### config.mk
export PLATFORM = sky130hd
export DESIGN_NAME = mcuc_level_check
export DESIGN_NICKNAME = d
export VERILOG_FILES = /design/src/hdl/mcuc_pkg.sv /design/src/hdl/mcuc_level_check.sv
export SDC_FILE = /design/constraint.sdc
export NUM_CORES = 1
export LEC_CHECK = 0
export ABC_CLOCK_PERIOD_IN_PS = 18200
export BUFFER_PORTS_ARGS = -buffer_cell sky130_fd_sc_hd__buf_4
export CAP_MARGIN = 20
export CORE_ASPECT_RATIO = 2
export CORE_UTILIZATION = 40
export DETAILED_ROUTE_END_ITERATION = 16
export GPL_ROUTABILITY_DRIVEN = 0
export GPL_TIMING_DRIVEN = 0
export PLACE_DENSITY_LB_ADDON = 0.2
export SLEW_MARGIN = 20
export SYNTH_ARGS = -nofsm -noshare
export SYNTH_HDL_FRONTEND = slang
export SYNTH_SLANG_ARGS = --single-unit
### constraint.sdc
create_clock -name vclk -period 18.2
set_input_delay 4.55 -clock vclk [all_inputs]
set_output_delay 4.55 -clock vclk [all_outputs]
set_load 0.005 [all_outputs]
### src/hdl/mcuc_pkg.sv
`default_nettype none
// ----------------------------------------------------------------------------
// mcuc_pkg
// Shared types and constants of the mip chain upload checker.
// ----------------------------------------------------------------------------
package mcuc_pkg;

  // Largest base extent accepted, in texels.
  localparam logic [16:0] MAX_DIMENSION = 17'd16384;
  // Longest descriptor, in levels.
  localparam logic [4:0]  MAX_LEVELS    = 5'd15;

  localparam logic [2:0] FMT_RGBA8 = 3'd1;
  localparam logic [2:0] FMT_BC1   = 3'd2;
  localparam logic [2:0] FMT_LAST  = 3'd5;

  localparam logic [2:0] WRAP_FIRST = 3'd1;
  localparam logic [2:0] WRAP_LAST  = 3'd4;

  localparam logic [1:0] FILT_INVALID = 2'd0;
  localparam logic [1:0] FILT_ANISO   = 2'd3;
  localparam logic [1:0] MIP_NONE     = 2'd0;
  localparam logic [1:0] MIP_INVALID  = 2'd3;
  localparam logic [1:0] CS_LAST      = 2'd1;

  typedef enum logic [3:0] {
    VRD_OK        = 4'd0,
    VRD_FORMAT    = 4'd1,
    VRD_COLOR     = 4'd2,
    VRD_WRAP      = 4'd3,
    VRD_FILTER    = 4'd4,
    VRD_ANISO     = 4'd5,
    VRD_COUNT     = 4'd6,
    VRD_MIPFILTER = 4'd7,
    VRD_BASE_DIMS = 4'd8,
    VRD_PARTIAL   = 4'd9,
    VRD_EXTENT    = 4'd10,
    VRD_OVERFLOW  = 4'd11,
    VRD_BYTES     = 4'd12
  } verdict_t;

  typedef enum logic [2:0] {
    REG_TEX_FORMAT  = 3'd0,
    REG_COLOR_SPACE = 3'd1,
    REG_WRAP_U      = 3'd2,
    REG_WRAP_V      = 3'd3,
    REG_MIN_FILTER  = 3'd4,
    REG_MAG_FILTER  = 3'd5,
    REG_MIP_FILTER  = 3'd6,
    REG_LEVELS      = 3'd7
  } reg_idx_t;

  typedef struct packed {
    logic [2:0] tex_format;
    logic [1:0] color_space;
    logic [2:0] wrap_u_mode;
    logic [2:0] wrap_v_mode;
    logic [1:0] min_filter_mode;
    logic [1:0] mag_filter_mode;
    logic [1:0] mip_filter_mode;
    logic [4:0] levels_in_upload;
  } cfg_t;

  // Per-descriptor state carried from one level to the next.
  typedef struct packed {
    logic [15:0] expected_width;
    logic [15:0] expected_height;
    verdict_t    held_verdict;
  } lvl_state_t;

endpackage : mcuc_pkg
`default_nettype wire

### src/hdl/mcuc_level_check.sv
`default_nettype none
// ----------------------------------------------------------------------------
// mcuc_level_check
// Header, extent and byte size checks for one mip level.
// ----------------------------------------------------------------------------
module mcuc_level_check (
  input  wire mcuc_pkg::cfg_t       cfg,
  input  wire logic                 first,
  input  wire logic [15:0]          level_width,
  input  wire logic [15:0]          level_height,
  input  wire logic [31:0]          byte_count,
  input  wire mcuc_pkg::lvl_state_t st,
  output mcuc_pkg::lvl_state_t      st_nxt
);

  mcuc_pkg::verdict_t hdr_verdict;
  mcuc_pkg::verdict_t base_verdict;
  logic [15:0]        exp_w;
  logic [15:0]        exp_h;
  logic [3:0]         msb_w;
  logic [3:0]         msb_h;
  logic [4:0]         chain_len;
  logic [4:0]         n;
  logic [16:0]        blk_w;
  logic [16:0]        blk_h;
  logic [15:0]        mul_a;
  logic [15:0]        mul_b;
  logic [31:0]        prod;
  logic [35:0]        size;
  logic               hdr_fmt_bad;
  logic               hdr_wrap_bad;

  // Index of the leading one; zero and one both give zero halvings.
  always_comb begin
    msb_w = 4'd0;
    msb_h = 4'd0;
    for (int i = 1; i < 16; i++) begin
      if (level_width[i])  msb_w = 4'(i);
      if (level_height[i]) msb_h = 4'(i);
    end
    chain_len = (msb_w > msb_h) ? (5'd1 + {1'b0, msb_w}) : (5'd1 + {1'b0, msb_h});
  end

  assign n            = cfg.levels_in_upload;
  assign hdr_fmt_bad  = (cfg.tex_format < mcuc_pkg::FMT_RGBA8) ||
                        (cfg.tex_format > mcuc_pkg::FMT_LAST);
  assign hdr_wrap_bad = (cfg.wrap_u_mode < mcuc_pkg::WRAP_FIRST) ||
                        (cfg.wrap_u_mode > mcuc_pkg::WRAP_LAST) ||
                        (cfg.wrap_v_mode < mcuc_pkg::WRAP_FIRST) ||
                        (cfg.wrap_v_mode > mcuc_pkg::WRAP_LAST);

  always_comb begin
    priority if (hdr_fmt_bad) begin
      hdr_verdict = mcuc_pkg::VRD_FORMAT;
    end else if (cfg.color_space > mcuc_pkg::CS_LAST) begin
      hdr_verdict = mcuc_pkg::VRD_COLOR;
    end else if (hdr_wrap_bad) begin
      hdr_verdict = mcuc_pkg::VRD_WRAP;
    end else if ((cfg.min_filter_mode == mcuc_pkg::FILT_INVALID) ||
                 (cfg.mag_filter_mode == mcuc_pkg::FILT_INVALID) ||
                 (cfg.mip_filter_mode == mcuc_pkg::MIP_INVALID)) begin
      hdr_verdict = mcuc_pkg::VRD_FILTER;
    end else if ((cfg.min_filter_mode == mcuc_pkg::FILT_ANISO) !=
                 (cfg.mag_filter_mode == mcuc_pkg::FILT_ANISO)) begin
      hdr_verdict = mcuc_pkg::VRD_ANISO;
    end else if ((n == 5'd0) || (n > mcuc_pkg::MAX_LEVELS)) begin
      hdr_verdict = mcuc_pkg::VRD_COUNT;
    end else if (((n == 5'd1) && (cfg.mip_filter_mode != mcuc_pkg::MIP_NONE)) ||
                 ((n > 5'd1) && (cfg.mip_filter_mode == mcuc_pkg::MIP_NONE))) begin
      hdr_verdict = mcuc_pkg::VRD_MIPFILTER;
    end else if ((level_width == 16'd0) || (level_height == 16'd0) ||
                 ({1'b0, level_width} > mcuc_pkg::MAX_DIMENSION) ||
                 ({1'b0, level_height} > mcuc_pkg::MAX_DIMENSION)) begin
      hdr_verdict = mcuc_pkg::VRD_BASE_DIMS;
    end else if ((n > 5'd1) && (n != chain_len)) begin
      hdr_verdict = mcuc_pkg::VRD_PARTIAL;
    end else begin
      hdr_verdict = mcuc_pkg::VRD_OK;
    end
  end

  // On the first level the expected extent is the level's own extent.
  assign exp_w        = first ? level_width  : st.expected_width;
  assign exp_h        = first ? level_height : st.expected_height;
  assign base_verdict = first ? hdr_verdict  : st.held_verdict;

  // Compressed formats are counted in 4x4 blocks, rounded up.
  assign blk_w = ({1'b0, level_width}  + 17'd3) >> 2;
  assign blk_h = ({1'b0, level_height} + 17'd3) >> 2;
  assign mul_a = (cfg.tex_format == mcuc_pkg::FMT_RGBA8) ? level_width  : blk_w[15:0];
  assign mul_b = (cfg.tex_format == mcuc_pkg::FMT_RGBA8) ? level_height : blk_h[15:0];
  assign prod  = mul_a * mul_b;

  always_comb begin
    unique case (cfg.tex_format)
      mcuc_pkg::FMT_RGBA8: size = {prod, 4'd0} >> 2;
      mcuc_pkg::FMT_BC1:   size = {prod, 4'd0} >> 1;
      default:             size = {prod, 4'd0};
    endcase
  end

  always_comb begin
    st_nxt.held_verdict = base_verdict;
    if (base_verdict == mcuc_pkg::VRD_OK) begin
      priority if ((level_width != exp_w) || (level_height != exp_h)) begin
        st_nxt.held_verdict = mcuc_pkg::VRD_EXTENT;
      end else if (size[35:32] != 4'd0) begin
        st_nxt.held_verdict = mcuc_pkg::VRD_OVERFLOW;
      end else if (byte_count != size[31:0]) begin
        st_nxt.held_verdict = mcuc_pkg::VRD_BYTES;
      end else begin
        st_nxt.held_verdict = mcuc_pkg::VRD_OK;
      end
    end
    st_nxt.expected_width  = (exp_w > 16'd1) ? (exp_w >> 1) : 16'd1;
    st_nxt.expected_height = (exp_h > 16'd1) ? (exp_h >> 1) : 16'd1;
  end

endmodule : mcuc_level_check
`default_nettype wire

-- Word level (Yosys, flattened, before mapping)
Index checks and enable logic that the tools add are counted.
- register bits: 0
- input port bits: 123
- output and inout bits: 36
- word-level logic and storage cells: 106
- $add $sub $neg: 4
- multipliers: 1
- order comparisons: 14
- eq/ne operators: 11
- multiplexer cells: 52
- reduce and logical (&&, ||, !) cells: 24
- operator list (operator ; number):
    4-bit two-way mux ; 36
    36-bit case mux with 2 select lines ; 1
    16-bit two-way mux ; 4
    16-bit by 2-bit adder with 17-bit output (second input constant) ; 2
    16-bit by 1-bit > comparator with 1-bit output (second input constant) ; 2
    16-bit by 15-bit > comparator with 1-bit output (second input constant) ; 2
    16-bit zero test ; 2
    16-bit by 16-bit multiplier with 32-bit output ; 1
    16-bit != test ; 2
    32-bit != test ; 1
    15-bit two-way mux ; 2
    1-bit logical OR ; 12
    1-bit by 4-bit adder with 5-bit output (first input constant) ; 2
    3-bit > comparator (second input constant) ; 3
    3-bit by 1-bit less-than comparator with 1-bit output (second input constant) ; 3
    2-bit two-way mux ; 4
    2-bit equality test (second input constant) ; 3
    2-bit zero test ; 3
    3-bit two-way mux ; 2
    5-bit by 1-bit equality test with 1-bit output (second input constant) ; 1
    5-bit by 1-bit > comparator with 1-bit output (second input constant) ; 1
    5-bit by 4-bit > comparator with 1-bit output (second input constant) ; 1
    5-bit zero test ; 1
    5-bit two-way mux ; 1
    other kinds (11) ; 14

-- Depth between registers and ports, before layout
Gate-level depths: netlist (run 1).
- depth after elaboration: 31
- mapped depth: 35
- gate-level depth less buffers: 33

-- Worst setup path before layout (run 1)
No wires, ideal clock.
- path type: input to output
- start: input level_height[3]
- end: output st_nxt[3] (netlist bit)
- arrival time: 12.863 ns
- required time: 13.650 ns
- slack: 0.787 ns
- stages: 30
- path buffers: 1
- cell sequence: clkbuf_1 nand2_1 nor4_1 nand3_1 nor2_1 and3_1 nand4_1 and3_1 a211oi_1 nor2_1 fa_1 inv_1 fa_1 fa_1 fa_1 fa_1 fa_1 inv_1 ha_1 a21o_1 a311o_1 a221o_1 or2_0 o221a_2 nand2b_1 nand4b_1 nand3_1 or4_1 nor4_2 o21ai_1
- RTL lines (item ; line ; text):
    from (decl) ; mcuc_level_check.sv:10 ; input wire logic [15:0] level_height,
    to (decl) ; mcuc_level_check.sv:13 ; output mcuc_pkg::lvl_state_t st_nxt

==> out/summary.log, run 1 <==
qor: status.status complete, no violations
qor: route.drt_pass1_iterations 5
qor: die.coreArea 32300 sq um
qor: sta.timing.final.hold_violations 0
qor: synth.syn-instance-count 1752
qor: global_routing.gr-usage-all-layers 34.9%
qor: synth.synthesized_area 13200 sq um
qor: setup_path.cp_max_fo 10
qor: setup_path.worst_path_max_delay_cell sky130_fd_sc_hd__fa_1
qor: die.initial_utilization 40.9%
qor: synth.top_post_synthesis_cells_by_area sky130_fd_sc_hd__fa_1, sky130_fd_sc_hd__ha_1, sky130_fd_sc_hd__inv_1
qor: global_routing.globalRouteOverflowTotal 0
qor: synth.fraction_of_the_yosys_area_taken_by_sequential_cells 0%
qor: global_routing.grt_start_max_net_pins 13
qor: synth.yosysUniqueCellTypes 96
qor: die.std_cell_rows 93
qor: global_routing.groute.layer.met1.usage 33.8%
qor: route.wl_per_cell 24.2 um
qor: synth.synth_top_area_cell sky130_fd_sc_hd__fa_1
qor: sta.period_needed 18.02 ns
qor: cts.cts_hold_buf 0
qor: die.die_x 131 um
qor: place.port_buffers 141
qor: synth.synth.yosys.warnings 0
qor: route.iteration_0_drc_count_of_the_detailed_router 867
qor: route.via_per_inst 6.00
qor: hold_path.end_of_the_worst_hold_path st_nxt[20]
qor: setup_path.cp_common_cell sky130_fd_sc_hd__fa_1
qor: hold_path.worst_hold_path_type input pin to primary output
qor: sta.post-route-period-util 99.0%
qor: setup_path.timing.critical_path.arrival 13.47 ns
qor: route.postRouteAntennaNets 0
qor: job.maxCapViolations 0
qor: global_routing.initial_antenna_violation_count 2
qor: layout.drive_above_1_share 20.7%
qor: layout.num-nets-final 2362
qor: hold_path.worstHoldPathCells 4
qor: global_routing.grt_util_met3 4.99%
qor: sta.final_report_max_slew_violation_count 0
qor: route.detail_route.drc_violations 0
qor: setup_path.cp_slowest_stage_delay 0.68 ns
qor: synth.synth.top_cells.by_count sky130_fd_sc_hd__inv_1, sky130_fd_sc_hd__nand2_1, sky130_fd_sc_hd__fa_1
qor: layout.regArea 0 sq um
qor: global_routing.wire_length_of_the_first_global_routing_pass 86.3 mm
qor: setup_path.worst-setup-path-type input pin to primary output
qor: setup_path.worstPathRequired 13.65 ns
qor: synth.synth.most_common_cell sky130_fd_sc_hd__inv_1
qor: global_routing.global_route.usage.met2 62.6%
qor: sta.fmax 55.5 MHz
qor: route.drt_wl_total 57.1 mm
qor: setup_path.worst_setup_end_kind primary output
qor: global_routing.grt_busiest_layer met2
qor: sta.relSlewSlack 34.2%
qor: layout.final_core_utilization 49.5%
qor: place.detailed_placer_s_ending_hpwl 48.1 mm
qor: layout.layout-area-overhead-vs-synth 21.1%
qor: setup_path.setup.worst_path.start_class input pin
qor: global_routing.first_global_vias 14887
qor: die.die_h 259 um
qor: sta.tns 0 ns
qor: layout.seq_cell_count 0
qor: hold_path.holdCritStartpoint st[21]
qor: die.top_level_ports 159
qor: synth.syn_avg_cell_area 7.56 sq um
qor: layout.n_clock_buffer 0
qor: sta.report.final.setup_viol 0
qor: route.routed-via-count 14168
qor: synth.synth_top_cell_area_share 29.3%
qor: die.floorplan.die_area 33900 sq um
qor: sta.worst_slew_pin_slew 0.987 ns
## placed cells by master (no fill, tap or decap), types with 38 or more instances in the layout
cell type	synthesis	layout
sky130_fd_sc_hd__nand3_1	53	51
sky130_fd_sc_hd__inv_1	245	242
sky130_fd_sc_hd__clkbuf_1	68	38
sky130_fd_sc_hd__nor2_1	161	154
sky130_fd_sc_hd__fa_1	194	193
sky130_fd_sc_hd__nand2_1	217	214
sky130_fd_sc_hd__ha_1	109	109
sky130_fd_sc_hd__a21oi_1	70	52
sky130_fd_sc_hd__buf_4	6	193
sky130_fd_sc_hd__o21ai_0	54	44
sky130_fd_sc_hd__xnor2_1	46	43
## through the flow
step / setup slack [ns] / instance area (sq um) / cells / hold slack [ns]
2_1_floorplan: 0.787 / 13200 / 1753 / 9.21
3_3_place_gp: -3.06 / 14800 / 2321 / 9.41
3_5_place_dp: -2.69 / 14900 / 2323 / 9.42
4_1_cts: 0.00342 / 15600 / 2344 / 9.42
5_1_grt: -0.0287 / 16000 / 2363 / 9.45
6_report: 0.178 / 16000 / 2363 / 9.42
## critical path, delay by kind of cell
kind,cells,cell delay [ns]
buffers and inverters,7,1.36
AO/OA/AOI/OAI,8,2.07
AND/OR/NAND/NOR,6,1.65
XOR/XNOR,1,0.20
adder cells (fa/ha/maj),7,3.61
## how the worst max path moves through the flow
stage                    start         to
6_report               cfg[21]  st_nxt[2]
5_1_grt        level_height[4]  st_nxt[3]
4_1_cts                cfg[21]  st_nxt[2]
3_5_place_dp           cfg[21]  st_nxt[2]
3_3_place_gp           cfg[21]  st_nxt[3]
2_1_floorplan  level_height[3]  st_nxt[3]
## cells by family (layout without fill, tap and decap cells)
kind of cell               count (synthesis)  after routing  synth area share [%]
buffers and inverters                    347            528                  10.7
adders and majority gates                303            303                  39.6
and+or+nand+nor                          649            649                  23.3
other                                      1              4                0.0283
muxes                                     49             49                  3.97
xor gates and xnor gates                  64             64                  4.23
AOI/OAI and AO/OA                        339            339                  18.1
## layout make-up
type	count	area (sq um)
antenna	2	5.00
buffer	96	609
fill	3352	16300
inverter	246	931
multi-input combinational	1406	12500
tap	427	534
timing repair buffer	186	1420
## timing repair
action,in CTS,in global routing
pin swaps,18,28
endpoints found under the setup margin,4,4
buffers inserted,25,18
resized for setup,149,77
## routing by layer
metal	share of wire (%)	routed length, um	up-vias
met5	0	0	-
met4	12	6930	0
met3	6.2	3520	309
met2	51	28900	705
met1	31	17700	6856
li1	-	-	6298
Power of run 1 is not shown: default switching activity piles up to over one toggle a cycle in this logic, so the estimate is an artifact.
==> inputs of run 2 (changes only) <==
Settings changed: ABC_CLOCK_PERIOD_IN_PS 18200 to 17900.
Clock period 18.2 ns to 17.9 ns, I/O delays scaled along.
==> run 2 against run 1 <==
Against the previous run:
- sequential share of layout area unchanged
- via count up 0.56%
- worst setup slack worse by 0.084 ns
- hold slack worse by 0.15 ns
- utilization up 0.73 points
- flip-flop and latch count unchanged
- critical path type unchanged
- wire length up 1.3%
- final area up 1.5%
- cell count up 0.55%
- non-clock buffer count up 14
- count of clock-buffer cells in the layout unchanged
- die area unchanged
==> out/summary.log, run 2 (synthesized netlist as in run 1, its figures left out) <==
qor: route.drt_pass1_iterations 5
qor: global_routing.gr-usage-all-layers 35.0%
qor: die.initial_utilization 40.9%
qor: layout.n_clock_buffer 0
qor: layout.design_area 16300 sq um
qor: layout.regArea 0 sq um
qor: die.std_cell_rows 93
qor: global_routing.globalRouteOverflowTotal 0
qor: setup_path.cp_num_buf_inv 8
qor: sta.timing.final.hold_violations 0
qor: die.floorplan.die_area 33900 sq um
qor: layout.fillerInstances 3349
qor: die.top_level_ports 159
qor: sta.fmax 56.2 MHz
qor: sta.report.final.setup_viol 0
qor: global_routing.grt_start_max_net_pins 13
qor: die.die_x 131 um
qor: sta.final.setup.worst_slack 0.0946 ns
qor: route.drt_wl_total 57.8 mm
qor: layout.num-nets-final 2376
qor: route.wl_per_cell 24.3 um
qor: layout.layout_commonest_cell sky130_fd_sc_hd__inv_1
qor: place.placed_cell_area 14900 sq um
qor: setup_path.cp_slowest_stage_delay 0.59 ns
qor: global_routing.wire_length_of_the_first_global_routing_pass 86.6 mm
qor: setup_path.timing.critical_path.arrival 13.33 ns
qor: status.status complete, no violations
qor: setup_path.worst_path_max_delay_cell sky130_fd_sc_hd__fa_1
qor: place.port_buffers 141
qor: setup_path.setup.worst_path.start_class input pin
qor: route.routed-via-count 14248
qor: place.numPlacedInstances 2323
qor: global_routing.initial_antenna_violation_count 1
qor: setup_path.worst_setup_end_kind primary output
qor: route.detail_route.drc_violations 0
qor: setup_path.cp-startpoint cfg[21]
qor: hold_path.holdCritStartpoint st[21]
qor: layout.seq_cell_count 0
qor: die.coreArea 32300 sq um
qor: sta.period_needed 17.81 ns
qor: sta.post-route-period-util 99.5%
qor: layout.drive_above_1_share 22.1%
qor: global_routing.first_global_vias 15014
qor: layout.final_cell_mix sky130_fd_sc_hd__inv_1, sky130_fd_sc_hd__nand2_1, sky130_fd_sc_hd__buf_4, sky130_fd_sc_hd__fa_1, sky130_fd_sc_hd__nor2_1
qor: layout.post_layout_nonfiller_instances 2376
qor: route.postRouteAntennaNets 0
qor: sta.relSlewSlack 30.8%
qor: setup_path.cp_common_cell sky130_fd_sc_hd__fa_1
qor: setup_path.worstPathRequired 13.43 ns
qor: die.die_h 259 um
qor: layout.final_core_utilization 50.3%
qor: setup_path.worst-setup-path-type input pin to primary output
qor: sta.worst_slew_pin_slew 1.04 ns
qor: place.place_ws -2.84 ns
qor: hold_path.worst_hold_path_type input pin to primary output
qor: route.iteration_0_drc_count_of_the_detailed_router 825
qor: setup_path.cp_max_fo 10
qor: place.detailed_placer_s_ending_hpwl 48.1 mm
qor: job.maxCapViolations 0
qor: setup_path.cp_top_family adder cells
qor: layout.layout-area-overhead-vs-synth 22.8%
qor: route.via_per_inst 6.00
qor: sta.final_report_max_slew_violation_count 0
run 2: changes by cell type in the layout (fill, tap and decap cells not counted), sizes merged:
cell,before,now
buf,218,234
clkbuf,64,62
clkinvlp,2,3
diode,2,1
inv,244,243
run 2: worst paths after layout:
check	to	slack, ns	depth (start not counted)
worst min-delay path	st_nxt[20]	9.27	4
worst max-delay path	st_nxt[2]	0.09	31
run 2: per-layer routing:
metal / track usage [%] / part of all wire [%] / vias to the layer above
met3: 5.01 / 6.2 / 328
met4: 32.1 / 12 / 0
met1: 33.9 / 31 / 6889
met5: 0 / 0 / -
met2: 62.4 / 50 / 712
li1: - / - / 6319
run 2: repair_timing:
action / CTS / global route
buffers inserted: 35 / 24
gates cloned: 0 / 0
gates resized for setup: 162 / 79
endpoints found under the setup margin: 4 / 3
pin swaps: 24 / 42
hold buffers: 0 / 0
run 2: area by class of cell:
class	count	area [sq um]	area share, %
Antenna cell	1	2.50	0.0154
Buffer	94	608	3.74
Inverter	246	935	5.75
Multi-Input combinational cell	1406	12600	77.6
Tap cell	427	534	3.29
Timing Repair Buffer	202	1570	9.65
run 2: worst min-delay path, cell delays in order:
cell and delay, ns:
sky130_fd_sc_hd__buf_4 0.09, sky130_fd_sc_hd__mux2i_1 0.06, sky130_fd_sc_hd__o41ai_1 0.06, sky130_fd_sc_hd__buf_4 0.11
run 2: metrics by stage:
stage,setup TNS (ns),hold WS (ns)
CTS,0,9.27
detailed placement,-9.06,9.27
floorplan,0,9.06
global placement,-10.61,9.26
finish,0,9.27
global route,-0.0894,9.30
Power of run 2 is left out for the same reason.
